## src/rtl/mfpa_pkg.sv

```systemverilog
// Types and constants of the multi-frame packet assembler
package mfpa_pkg;

    localparam int HDR_W     = 16;
    localparam int ID_W      = 32;
    localparam int TIME_W    = 48;
    localparam int CNT_W     = 32;
    localparam int FIP_W     = 5;
    localparam int CFG_IDX_W = 2;
    localparam int CFG_DAT_W = 32;
    localparam int N_DROP    = 4;
    localparam int DROP_W    = 2;
    localparam int QDEPTH    = 2;
    localparam int QPTR_W    = 1;

    localparam logic [TIME_W-1:0] TIME_MAX = {TIME_W{1'b1}};
    localparam logic [CNT_W-1:0]  CNT_MAX  = {CNT_W{1'b1}};

    typedef enum logic [2:0] {
        ST_OK          = 3'd0,
        ST_DISABLED    = 3'd1,
        ST_BAD_VERSION = 3'd2,
        ST_BAD_COUNT   = 3'd3,
        ST_BAD_NUMBER  = 3'd4,
        ST_BAD_ID      = 3'd5
    } t_status;

    typedef enum logic [CFG_IDX_W-1:0] {
        CFG_ENABLE  = 2'd0,
        CFG_VERSION = 2'd1,
        CFG_FRAMES  = 2'd2,
        CFG_DATA_ID = 2'd3
    } t_cfg_idx;

    typedef enum logic [DROP_W-1:0] {
        DROP_VERSION = 2'd0,
        DROP_COUNT   = 2'd1,
        DROP_NUMBER  = 2'd2,
        DROP_ID      = 2'd3
    } t_drop_idx;

    typedef struct packed {
        logic              enable;
        logic [HDR_W-1:0]  version;
        logic [FIP_W-1:0]  frames;
        logic [ID_W-1:0]   data_id;
    } t_cfg;

    // Classified frame, as handed from the front end to the back end
    typedef struct packed {
        t_status           status;
        logic [HDR_W-1:0]  frame_number;
        logic [HDR_W-1:0]  numerator;
        logic              present;
        logic [TIME_W-1:0] arrival_time;
        logic              sim;
    } t_work;

endpackage

```

## src/rtl/mfpa_if.sv

```systemverilog
// Valid/ready channel interfaces for frame headers and assembly results
interface mfpa_in_if import mfpa_pkg::*; ();
    logic              valid;
    logic              ready;
    logic [HDR_W-1:0]  hdr_version;
    logic [HDR_W-1:0]  hdr_frame_count;
    logic [HDR_W-1:0]  frame_number;
    logic [ID_W-1:0]   data_id;
    logic [HDR_W-1:0]  packet_numerator;
    logic [HDR_W-1:0]  frame_size;
    logic [TIME_W-1:0] arrival_time;
    logic              sim_frame;

    modport source (
        output valid, hdr_version, hdr_frame_count, frame_number, data_id,
               packet_numerator, frame_size, arrival_time, sim_frame,
        input  ready
    );
    modport sink (
        input  valid, hdr_version, hdr_frame_count, frame_number, data_id,
               packet_numerator, frame_size, arrival_time, sim_frame,
        output ready
    );
endinterface

interface mfpa_out_if import mfpa_pkg::*; ();
    logic              valid;
    logic              ready;
    logic [2:0]        status;
    logic              packet_complete;
    logic [TIME_W-1:0] packet_time;
    logic              packet_is_sim;
    logic [CNT_W-1:0]  error_total;

    modport source (
        output valid, status, packet_complete, packet_time, packet_is_sim, error_total,
        input  ready
    );
    modport sink (
        input  valid, status, packet_complete, packet_time, packet_is_sim, error_total,
        output ready
    );
endinterface

```

## src/rtl/multi_frame_packet_assembler_core.sv

```systemverilog
// Multi-frame packet assembler: top level with configuration registers
//
// Channels: i_in carries one frame header per transfer, o_out one result per
// frame, both valid/ready. Every input transfer gives exactly one result, in
// order; dropped frames give a status code and packet_complete low.
// Configuration: i_cfg_we/i_cfg_idx/i_cfg_data write one register per cycle;
// write only while no frame is in flight. Writing frames_in_packet clears
// all slots; the value is held clamped to 1..MAX_FRAMES.
// Path: an input transfer goes through the front register, the queue and the
// result register, in that order. Throughput: one frame per cycle while o_out
// is not stalled; the back end updates the slot register file for each frame.
// Reset (i_rst_n low, synchronous): registers return to their defaults,
// slots, packet time, flags and counters go to zero; no clearing pass.
// Stall: a held result keeps o_out steady; the two-entry queue and the
// front register absorb up to three more frames before i_in.ready drops.
// error_total is the saturated sum of the four drop counters.
module multi_frame_packet_assembler_core import mfpa_pkg::*; #(
    parameter int MAX_FRAMES = 16
) (
    input  logic                 i_clk,
    input  logic                 i_rst_n,
    input  logic                 i_cfg_we,
    input  logic [CFG_IDX_W-1:0] i_cfg_idx,
    input  logic [CFG_DAT_W-1:0] i_cfg_data,
    mfpa_in_if.sink              i_in,
    mfpa_out_if.source           o_out
);

    t_cfg             r_cfg;
    logic             slot_clr;
    logic [FIP_W-1:0] frames_wr;

    logic  f_vld;
    t_work f_work;
    logic  f_rdy;
    logic  q_vld;
    t_work q_work;
    logic  q_rdy;

    // frames_in_packet held within 1..MAX_FRAMES
    always_comb begin
        frames_wr = i_cfg_data[FIP_W-1:0];
        if (frames_wr == '0) begin
            frames_wr = FIP_W'(1);
        end else if (int'(frames_wr) > MAX_FRAMES) begin
            frames_wr = FIP_W'(MAX_FRAMES);
        end
    end

    assign slot_clr = i_cfg_we && (t_cfg_idx'(i_cfg_idx) == CFG_FRAMES);

    always_ff @(posedge i_clk) begin
        if (!i_rst_n) begin
            r_cfg.enable  <= 1'b0;
            r_cfg.version <= '0;
            r_cfg.frames  <= FIP_W'(1);
            r_cfg.data_id <= '0;
        end else if (i_cfg_we) begin
            case (t_cfg_idx'(i_cfg_idx))
                CFG_ENABLE:  r_cfg.enable  <= i_cfg_data[0];
                CFG_VERSION: r_cfg.version <= i_cfg_data[HDR_W-1:0];
                CFG_FRAMES:  r_cfg.frames  <= frames_wr;
                CFG_DATA_ID: r_cfg.data_id <= i_cfg_data[ID_W-1:0];
                default:     r_cfg.enable  <= r_cfg.enable;
            endcase
        end
    end

    mfpa_front u_front (
        .i_clk   (i_clk),
        .i_rst_n (i_rst_n),
        .i_cfg   (r_cfg),
        .i_in    (i_in),
        .o_vld   (f_vld),
        .o_work  (f_work),
        .i_rdy   (f_rdy)
    );

    mfpa_queue u_queue (
        .i_clk   (i_clk),
        .i_rst_n (i_rst_n),
        .i_vld   (f_vld),
        .i_work  (f_work),
        .o_rdy   (f_rdy),
        .o_vld   (q_vld),
        .o_work  (q_work),
        .i_rdy   (q_rdy)
    );

    mfpa_back #(
        .MAX_FRAMES (MAX_FRAMES)
    ) u_back (
        .i_clk      (i_clk),
        .i_rst_n    (i_rst_n),
        .i_frames   (r_cfg.frames),
        .i_slot_clr (slot_clr),
        .i_vld      (q_vld),
        .i_work     (q_work),
        .o_rdy      (q_rdy),
        .o_out      (o_out)
    );

endmodule

```

## src/rtl/mfpa_front.sv

```systemverilog
// Front end: takes frame headers, runs the drop checks, registers the verdict
module mfpa_front import mfpa_pkg::*; (
    input  logic     i_clk,
    input  logic     i_rst_n,
    input  t_cfg     i_cfg,
    mfpa_in_if.sink  i_in,
    output logic     o_vld,
    output t_work    o_work,
    input  logic     i_rdy
);

    logic    r_vld;
    t_work   r_work;
    t_status status;
    logic [HDR_W-1:0] frames_ext;

    assign frames_ext = {{(HDR_W-FIP_W){1'b0}}, i_cfg.frames};
    assign i_in.ready = !r_vld || i_rdy;

    // Checks in priority order; first failure wins
    always_comb begin
        if (!i_cfg.enable) begin
            status = ST_DISABLED;
        end else if (i_in.hdr_version != i_cfg.version) begin
            status = ST_BAD_VERSION;
        end else if (i_in.hdr_frame_count != frames_ext) begin
            status = ST_BAD_COUNT;
        end else if (i_in.frame_number >= frames_ext) begin
            status = ST_BAD_NUMBER;
        end else if (i_in.data_id != i_cfg.data_id) begin
            status = ST_BAD_ID;
        end else begin
            status = ST_OK;
        end
    end

    always_ff @(posedge i_clk) begin
        if (!i_rst_n) begin
            r_vld <= 1'b0;
        end else if (i_in.ready) begin
            r_vld <= i_in.valid;
        end
    end

    always_ff @(posedge i_clk) begin
        if (i_in.valid && i_in.ready) begin
            r_work.status       <= status;
            r_work.frame_number <= i_in.frame_number;
            r_work.numerator    <= i_in.packet_numerator;
            r_work.present      <= (i_in.frame_size != '0);
            r_work.arrival_time <= i_in.arrival_time;
            r_work.sim          <= i_in.sim_frame;
        end
    end

    assign o_vld  = r_vld;
    assign o_work = r_work;

endmodule

```

## src/rtl/mfpa_queue.sv

```systemverilog
// Two-entry queue between front and back end
module mfpa_queue import mfpa_pkg::*; (
    input  logic  i_clk,
    input  logic  i_rst_n,
    input  logic  i_vld,
    input  t_work i_work,
    output logic  o_rdy,
    output logic  o_vld,
    output t_work o_work,
    input  logic  i_rdy
);

    t_work              r_mem [QDEPTH];
    logic [QPTR_W-1:0]  r_wr;
    logic [QPTR_W-1:0]  r_rd;
    logic [QPTR_W:0]    r_cnt;
    logic               push;
    logic               pop;

    assign o_rdy  = (r_cnt != (QPTR_W+1)'(QDEPTH));
    assign o_vld  = (r_cnt != '0);
    assign push   = i_vld && o_rdy;
    assign pop    = o_vld && i_rdy;
    assign o_work = r_mem[r_rd];

    always_ff @(posedge i_clk) begin
        if (!i_rst_n) begin
            r_wr  <= '0;
            r_rd  <= '0;
            r_cnt <= '0;
        end else begin
            if (push) begin
                r_wr <= r_wr + 1'b1;
            end
            if (pop) begin
                r_rd <= r_rd + 1'b1;
            end
            if (push && !pop) begin
                r_cnt <= r_cnt + 1'b1;
            end else if (pop && !push) begin
                r_cnt <= r_cnt - 1'b1;
            end
        end
    end

    always_ff @(posedge i_clk) begin
        if (push) begin
            r_mem[r_wr] <= i_work;
        end
    end

endmodule

```

## src/rtl/mfpa_back.sv

```systemverilog
// Back end: slot file, packet time, drop counters and the result register
module mfpa_back import mfpa_pkg::*; #(
    parameter int MAX_FRAMES = 16
) (
    input  logic             i_clk,
    input  logic             i_rst_n,
    input  logic [FIP_W-1:0] i_frames,
    input  logic             i_slot_clr,
    input  logic             i_vld,
    input  t_work            i_work,
    output logic             o_rdy,
    mfpa_out_if.source       o_out
);

    localparam int SLOT_W = (MAX_FRAMES > 1) ? $clog2(MAX_FRAMES) : 1;

    logic [MAX_FRAMES-1:0] r_present;
    logic [HDR_W-1:0]      r_num [MAX_FRAMES];
    logic [TIME_W-1:0]     r_time;
    logic                  r_sim;
    logic [CNT_W-1:0]      r_drop [N_DROP];
    logic [CNT_W-1:0]      r_total;

    logic                  r_out_vld;
    t_status               r_o_status;
    logic                  r_o_complete;
    logic [TIME_W-1:0]     r_o_time;
    logic                  r_o_sim;
    logic [CNT_W-1:0]      r_o_total;

    logic                  n_out_vld;
    logic [MAX_FRAMES-1:0] n_present;
    logic [TIME_W-1:0]     n_time;
    logic                  n_sim;
    logic [CNT_W-1:0]      n_total;

    logic                  go;
    logic                  ok;
    logic [SLOT_W-1:0]     fidx;
    logic [MAX_FRAMES-1:0] mask;
    logic [MAX_FRAMES-1:0] match;
    logic                  complete;
    logic [TIME_W-1:0]     t_raised;
    logic                  drop;
    t_drop_idx             drop_k;
    logic                  drop_inc;

    assign go    = i_vld && (!r_out_vld || o_out.ready);
    assign o_rdy = go;
    assign ok    = (i_work.status == ST_OK);
    assign fidx  = i_work.frame_number[SLOT_W-1:0];

    // Slot compare with this frame already written into its slot
    always_comb begin
        for (int i = 0; i < MAX_FRAMES; i++) begin
            mask[i] = (int'(i_frames) > i);
            if (i == int'(fidx)) begin
                match[i] = i_work.present;
            end else begin
                match[i] = r_present[i] && (r_num[i] == i_work.numerator);
            end
        end
        complete = (i_frames == FIP_W'(1)) || (&(match | ~mask));
    end

    // Packet time strictly rises, pinned at the top of the range
    assign t_raised = (i_work.arrival_time > r_time) ? i_work.arrival_time :
                      (r_time == TIME_MAX) ? TIME_MAX : r_time + TIME_W'(1);

    always_comb begin
        drop   = 1'b1;
        drop_k = DROP_VERSION;
        case (i_work.status)
            ST_BAD_VERSION: drop_k = DROP_VERSION;
            ST_BAD_COUNT:   drop_k = DROP_COUNT;
            ST_BAD_NUMBER:  drop_k = DROP_NUMBER;
            ST_BAD_ID:      drop_k = DROP_ID;
            default:        drop   = 1'b0;
        endcase
        drop_inc = drop && (r_drop[drop_k] != CNT_MAX);
    end

    // Running saturated sum of the drop counters
    assign n_total = (drop_inc && (r_total != CNT_MAX)) ? r_total + CNT_W'(1) : r_total;

    always_comb begin
        n_present = r_present;
        n_time    = r_time;
        n_sim     = r_sim;
        if (ok) begin
            n_present[fidx] = i_work.present;
            if (i_work.frame_number == '0) begin
                n_time = t_raised;
                n_sim  = i_work.sim;
            end else begin
                n_sim  = r_sim | i_work.sim;
            end
            if (complete) begin
                n_present = '0;
            end
        end
    end

    always_comb begin
        if (go) begin
            n_out_vld = 1'b1;
        end else if (o_out.ready) begin
            n_out_vld = 1'b0;
        end else begin
            n_out_vld = r_out_vld;
        end
    end

    always_ff @(posedge i_clk) begin
        if (!i_rst_n) begin
            r_present <= '0;
            r_time    <= '0;
            r_sim     <= 1'b0;
            r_drop    <= '{default: '0};
            r_total   <= '0;
            r_out_vld <= 1'b0;
        end else begin
            r_out_vld <= n_out_vld;
            if (i_slot_clr) begin
                r_present <= '0;
            end else if (go) begin
                r_present <= n_present;
            end
            if (go) begin
                r_time  <= n_time;
                r_sim   <= n_sim;
                r_total <= n_total;
                if (drop_inc) begin
                    r_drop[drop_k] <= r_drop[drop_k] + CNT_W'(1);
                end
            end
        end
    end

    always_ff @(posedge i_clk) begin
        if (go && ok) begin
            r_num[fidx] <= i_work.numerator;
        end
        if (go) begin
            r_o_status   <= i_work.status;
            r_o_complete <= ok && complete;
            r_o_time     <= n_time;
            r_o_sim      <= n_sim;
            r_o_total    <= n_total;
        end
    end

    assign o_out.valid           = r_out_vld;
    assign o_out.status          = r_o_status;
    assign o_out.packet_complete = r_o_complete;
    assign o_out.packet_time     = r_o_time;
    assign o_out.packet_is_sim   = r_o_sim;
    assign o_out.error_total     = r_o_total;

endmodule

```

## src/flat_wrapper.sv

```systemverilog
// flat-port wrapper written by rule: the top's interface ports become plain ports
module multi_frame_packet_assembler_core_flat import mfpa_pkg::*;
#(
    parameter int MAX_FRAMES = 16
)
  (i_clk, i_rst_n, i_cfg_we, i_cfg_idx, i_cfg_data, i_in_valid, i_in_hdr_version, i_in_hdr_frame_count, i_in_frame_number, i_in_data_id, i_in_packet_numerator, i_in_frame_size, i_in_arrival_time, i_in_sim_frame, i_in_ready, o_out_valid, o_out_status, o_out_packet_complete, o_out_packet_time, o_out_packet_is_sim, o_out_error_total, o_out_ready);
  mfpa_in_if i_in_i ();
  mfpa_out_if o_out_i ();
  input  logic i_clk;
  input  logic i_rst_n;
  input  logic i_cfg_we;
  input  logic [CFG_IDX_W-1:0] i_cfg_idx;
  input  logic [CFG_DAT_W-1:0] i_cfg_data;
  input wire logic [$bits(i_in_i.valid)-1:0] i_in_valid;
  input wire logic [$bits(i_in_i.hdr_version)-1:0] i_in_hdr_version;
  input wire logic [$bits(i_in_i.hdr_frame_count)-1:0] i_in_hdr_frame_count;
  input wire logic [$bits(i_in_i.frame_number)-1:0] i_in_frame_number;
  input wire logic [$bits(i_in_i.data_id)-1:0] i_in_data_id;
  input wire logic [$bits(i_in_i.packet_numerator)-1:0] i_in_packet_numerator;
  input wire logic [$bits(i_in_i.frame_size)-1:0] i_in_frame_size;
  input wire logic [$bits(i_in_i.arrival_time)-1:0] i_in_arrival_time;
  input wire logic [$bits(i_in_i.sim_frame)-1:0] i_in_sim_frame;
  output wire logic [$bits(i_in_i.ready)-1:0] i_in_ready;
  output wire logic [$bits(o_out_i.valid)-1:0] o_out_valid;
  output wire logic [$bits(o_out_i.status)-1:0] o_out_status;
  output wire logic [$bits(o_out_i.packet_complete)-1:0] o_out_packet_complete;
  output wire logic [$bits(o_out_i.packet_time)-1:0] o_out_packet_time;
  output wire logic [$bits(o_out_i.packet_is_sim)-1:0] o_out_packet_is_sim;
  output wire logic [$bits(o_out_i.error_total)-1:0] o_out_error_total;
  input wire logic [$bits(o_out_i.ready)-1:0] o_out_ready;
  assign i_in_i.valid = i_in_valid;
  assign i_in_i.hdr_version = i_in_hdr_version;
  assign i_in_i.hdr_frame_count = i_in_hdr_frame_count;
  assign i_in_i.frame_number = i_in_frame_number;
  assign i_in_i.data_id = i_in_data_id;
  assign i_in_i.packet_numerator = i_in_packet_numerator;
  assign i_in_i.frame_size = i_in_frame_size;
  assign i_in_i.arrival_time = i_in_arrival_time;
  assign i_in_i.sim_frame = i_in_sim_frame;
  assign i_in_ready = i_in_i.ready;
  assign o_out_valid = o_out_i.valid;
  assign o_out_status = o_out_i.status;
  assign o_out_packet_complete = o_out_i.packet_complete;
  assign o_out_packet_time = o_out_i.packet_time;
  assign o_out_packet_is_sim = o_out_i.packet_is_sim;
  assign o_out_error_total = o_out_i.error_total;
  assign o_out_i.ready = o_out_ready;
  multi_frame_packet_assembler_core #(.MAX_FRAMES(MAX_FRAMES)) u_core (.i_clk(i_clk), .i_rst_n(i_rst_n), .i_cfg_we(i_cfg_we), .i_cfg_idx(i_cfg_idx), .i_cfg_data(i_cfg_data), .i_in(i_in_i), .o_out(o_out_i));
endmodule
```

## config.mk

```make
export PLATFORM = sky130hd
export DESIGN_NAME = multi_frame_packet_assembler_core_flat
export DESIGN_NICKNAME = d
export VERILOG_FILES = /design/src/rtl/mfpa_pkg.sv /design/src/rtl/mfpa_if.sv /design/src/rtl/multi_frame_packet_assembler_core.sv /design/src/rtl/mfpa_front.sv /design/src/rtl/mfpa_queue.sv /design/src/rtl/mfpa_back.sv /design/src/flat_wrapper.sv
export SDC_FILE = /design/constraint.sdc
export NUM_CORES = 2
export LEC_CHECK = 0
export BUFFER_PORTS_ARGS = -buffer_cell sky130_fd_sc_hd__buf_2
export CORE_MARGIN = 2
export CORE_UTILIZATION = 54
export CTS_CLUSTER_SIZE = 16
export DETAILED_ROUTE_END_ITERATION = 8
export PLACE_DENSITY = 0.73
export SLEW_MARGIN = 25
export SYNTH_ARGS = -nofsm -noshare
export SYNTH_HDL_FRONTEND = slang
export SYNTH_SLANG_ARGS = --single-unit
```

## constraint.sdc

```tcl
create_clock -name i_clk -period 7.8 [get_ports i_clk]
set_input_delay 1.56 -clock i_clk [delete_from_list [all_inputs] [get_ports i_clk]]
set_output_delay 1.56 -clock i_clk [all_outputs]
set_load 0.1 [all_outputs]
```

# Word level (Yosys, flattened, before mapping)
# Memory sizes are Yosys's and may differ from the RTL's. A register that Yosys moved wholly into a read port is not among the register bits.
# Cells that the tools add are included.
# op_classes
reduce_logical	55
magnitude_cmp	23
n_bitwise	6
n_eq_ne	46
mux	51
addsub	7
# ops
cell	n
equality test 16 bit	16
2-to-1 mux 48 bit	4
bitwise mux 128 bit	1
2-to-1 mux 32 bit	4
adder 32 x 1 -> 32 bit (second input constant)	2
binary-select mux 32 bit (select 2 bit)	1
demux 32 bit (select 2 bit)	1
!= test 32 bit (second input constant)	2
adder 48 x 1 -> 48 bit (second input constant)	1
equality test 48 bit (second input constant)	1
greater-than comparator 48 bit	1
greater-than comparator 5 x 4 -> 1 bit (second input constant)	8
equality test 4 bit (first input constant)	8
!= test 32 bit	1
logical AND 1 bit	29
2-to-1 mux 1 bit	28
greater-than comparator 5 x 3 -> 1 bit (second input constant)	4
bitwise mux 16 bit	1
equality test 3 x 4 -> 1 bit (first input constant)	4
>= comparator 16 x 5 -> 1 bit	1
zero test 16 bit	1
2-to-1 mux 16 bit	1
!= test 16 bit	1
!= test 16 x 5 -> 1 bit	1
other kinds (41)	66
# word_totals
input_bits	200
regBits	455
memories	2
mem_bits_rw	426
word_cells	219
# mem_list
memory	depth	word_bits	read_ports	rd_ports_with_merged_regs	write_ports	line	rtl
u_core.u_back.r_num	16	16	16	0	1	mfpa_back.sv:18	logic [HDR_W-1:0] r_num [MAX_FRAMES];
u_core.u_queue.r_mem	2	85	1	1	1	mfpa_queue.sv:13	t_work r_mem [QDEPTH];

# Logic depth before layout (Yosys ltp)
# depth
word_depth	10
ltp_mapped	20
depth_no_buf	13

# Hierarchy
# From an unflattened synthesis, not the netlist that was laid out.
# unflattened
cells_unflattened	3408
hier_area_um2	40074.7
# modules_own_cells
module	n_inst	area_per_inst_um2	cells_per_inst
mfpa_back	1	28218.3	2685
mfpa_queue	1	6383.6	288
mfpa_front	1	3413.3	197
multi_frame_packet_assembler_core	1	2059.5	238

# Least setup slack after synthesis
# No wires, ideal clock.
# synth_path
path_kind	input to register
start	in o_out_ready
end	reg u_core.u_back.r_time[1]
path_slack_ps	2230
setup_ps	106
required_time_ps	7694
arrival_ps	5464
cell_stages	8
cell_sequence	nor2b_1 > or2_2 > clkbuf_1 > inv_1 > clkbuf_1 > buf_1 > o21ai_0 > a31oi_1
# synth_via
elab_chain_cells	2
# synth_lines
element	line	rtl
start: declaration	flat_wrapper.sv:30	input wire logic [$bits(o_out_i.ready)-1:0] o_out_ready;
logical OR 1 bit	mfpa_back.sv:48	assign go = i_vld && (!r_out_vld || o_out.ready);
logical AND 1 bit	mfpa_back.sv:48	
via u_core.q_rdy	multi_frame_packet_assembler_core.sv:38	logic q_rdy;
end signal: assignment	mfpa_back.sv:130	r_time <= n_time;
end: declaration	mfpa_back.sv:19	logic [TIME_W-1:0] r_time;
# The timed path passes the listed nets, and every way through them passes these cells.
# A chain may end at the register's enable or synchronous reset.

==> flow_summary.toml <==
[cells_and_area]
drive_gt1_share_pct = 17.0
nets = 3993
syn2layout_area_growth_pct = 13.1
final_cell_area_sq_um = 45600

[sta]
fmax_ghz = 0.195
fin_crit_ps = 5130
relSlewSlack_pct = 25.1
tns_ps = 0
rsz0062_at_grt = "no"
setup_violations = 0
fin_skew_ps = 21.7
drv_slew = 0
hold_viol = 0
tightest_slew_ps = 1120
min_period_over_period_pct = 65.8

[grt]
grt_use_total_pct = 27.5
grt_max_degree = 101
antenna_found_initial = 1
grt_pass1_wl_mm = 165
grt-ovfl-total = 0
grt_pass1_vias = 28200

[placement]
io_buffers = 286
placed_area_sq_um = 42500
gp_congestion = 0.942
hpwl_mm = 67.9

[yosys]
yosysSeqAreaShare_pct = 58.6
yosys.area.top_type_share_pct = 44.4
syn-instance-count = 3490
synth.most_common_cell = "edfxtp_1"
synth_common_cells = "edfxtp_1, a21oi_1, dfxtp_1, xnor2_1, nand2_1"
ys_seq_elements = 882
synth_edf_count = 596
syn_nets = 3747
syn_area_per_cell_sq_um = 11.6
synth.distinct_cells = 92
yosysWarnings = 0
synth-async-reset-ratio_pct = 0
synth_flop_cell = "edfxtp_1"
syn_area_sq_um = 40300
yosys.area.top_type = "edfxtp_1"
synthTopCellsByArea = "edfxtp_1, dfxtp_1, xnor2_1, a21oi_1, nand2_1"

[worst_setup_path]
cp-start-kind = "flip-flop"
arrival_ps = 5530
crit_required_ps = 8200
r2r_cells = 13
crit_fanout = 100
r2r_slack_ps = 2670
cp-end-kind = "flip-flop"
crit_type = "flip-flop to flip-flop"

[clock_network]
cts_buffers = 92
insertion_delay_ps = 670
ctsResizeCount = 0
path_clk_slew_ps = 60
cts_setup_buffers = 0
cts_tree = "built"
cts_sinks = 882
clk_root_buffer_cell = "clkbuf_16"
clockBufferDepth = 3
htreeDepth = 3
cts_hold_buf = 0

[outcome]
status = "finished clean"

[job]
drv_cap = 0

[power]
power_density_nw_per_um2 = 328
leakage_nw = 15.3
ir_drop_mv = 0.295

[route]
drt_iter0_drc = 3092
dr.pass1.iters = 7
vias = 29400
drc_errors = 0
routed_wl_mm = 108
ant_nets = 0
routedWlPerCell_microns = 22.6
routed_via_density = 6.14

[hold_path]
worstHoldStart = "u_core.u_front.o_work[21]"
whs_path_depth = 0
holdCritPathClass = "flip-flop to flip-flop"

[floorplan]
rows = 100
chipWidth_microns = 277
ios = 287
die-area_sq_um = 76900
start_util_pct = 54.3
core-area_sq_um = 74200
die_h_microns = 277
## cell type report
type | count | area (sq um)
Inverter | 85 | 332
Timing Repair Buffer | 355 | 2000
Multi-Input combinational cell | 2320 | 15400
Antenna cell | 3 | 7.51
Tap cell | 969 | 1210
Clock inverter | 54 | 507
Fill cell | 5840 | 28600
Sequential cell | 882 | 23600
Clock buffer | 119 | 2460
## critical path, cell delays in order (launching register included)
cell and delay [ps]:
dfxtp_4 420, buf_4 710, mux2_2 430, ha_1 320
nand4_1 200, nor4_1 630, nand4_1 310, o211a_1 220
a211oi_4 270, buf_12 390, and2_0 190, buf_4 300
a31oi_1 160, o22a_1 190
## state kept, by name, indices dropped and copies added (netlist names), 2 cells and up, named ones only
signal                           cells
u_core.u_back.r_num                256
u_core.u_queue.r_mem               170
u_core.u_back.r_drop               128
u_core.u_front.o_work               85
u_core.r_cfg                        54
u_core.u_back.o_out.packet_time     48
u_core.u_back.r_time                48
u_core.u_back.o_out.error_total     32
u_core.u_back.r_total               32
u_core.u_back.r_present             16
u_core.u_back.o_out.status           3
u_core.u_queue.r_cnt                 2
## layer usage
metal,global-route usage (%),vias to the layer above,routed length [microns]
met4,9.55,0,3620
li1,-,13500,-
met5,0,-,0
met3,4.66,236,9110
met2,44.9,1406,51200
met1,37.4,14300,44100
## worst paths after layout
path	endpoint
max reg2reg	u_core.u_back.o_out.packet_time[23]
min	u_core.u_queue.r_mem[1][21]
min reg2reg	u_core.u_queue.r_mem[1][21]
max	u_core.u_back.o_out.packet_time[23]
## layout by cell type (no fill, tap or decap), drive strengths merged, types with 18 or more instances in the layout
cell and count:
a2111oi 18, a211oi 81, a21o 19, a21oi 296, a31oi 34, and3 45, buf 355, clkbuf 119
clkinv 39, dfxtp 286, edfxtp 596, ha 57, inv 89, mux2 53, mux2i 56, nand2 265
nand3 122, nand4 54, nor2 195, nor3 108, nor4 98, o21ai 166, o22ai 29, or3 29
xnor2 282, xor2 91
## through the flow
stage / instances / power (W) / setup WS (ps) / util (%) / hold WS (ps)
2_1_floorplan: 3490 / 0.00947 / 2230 / - / 421
3_3_place_gp: 4609 / 0.0106 / 2830 / 57.3 / 422
3_5_place_dp: 4609 / 0.0106 / 2720 / 57.3 / 431
4_1_cts: 4782 / 0.0149 / 2660 / 61.3 / 433
5_1_grt: 4785 / 0.0155 / 2400 / 61.4 / 451
6_report: 4787 / 0.0150 / 2670 / 61.5 / 433
## power breakdown
group	leakage [nW]	total, W	internal (W)	switching [W]
combinational	6.06	0.00482	0.00124	0.00358
sequential	7.83	0.00581	0.00559	0.000215
clock	1.45	0.00432	0.00245	0.00187
## kinds of logic (layout without fill, tap and decap cells)
group | count (synthesis) | after routing | share of synthesized area [%]
and+or+nand+nor | 1009 | 1009 | 12.6
DFF | 882 | 882 | 58.6
AOI/OAI and AO/OA | 772 | 772 | 12.1
xor gates and xnor gates | 373 | 373 | 8.10
buffers and inverters | 288 | 613 | 3.39
muxes | 109 | 109 | 3.44
adders and majority gates | 57 | 57 | 1.77
other | 0 | 3 | 0
Power figures use the tool's default switching activity.
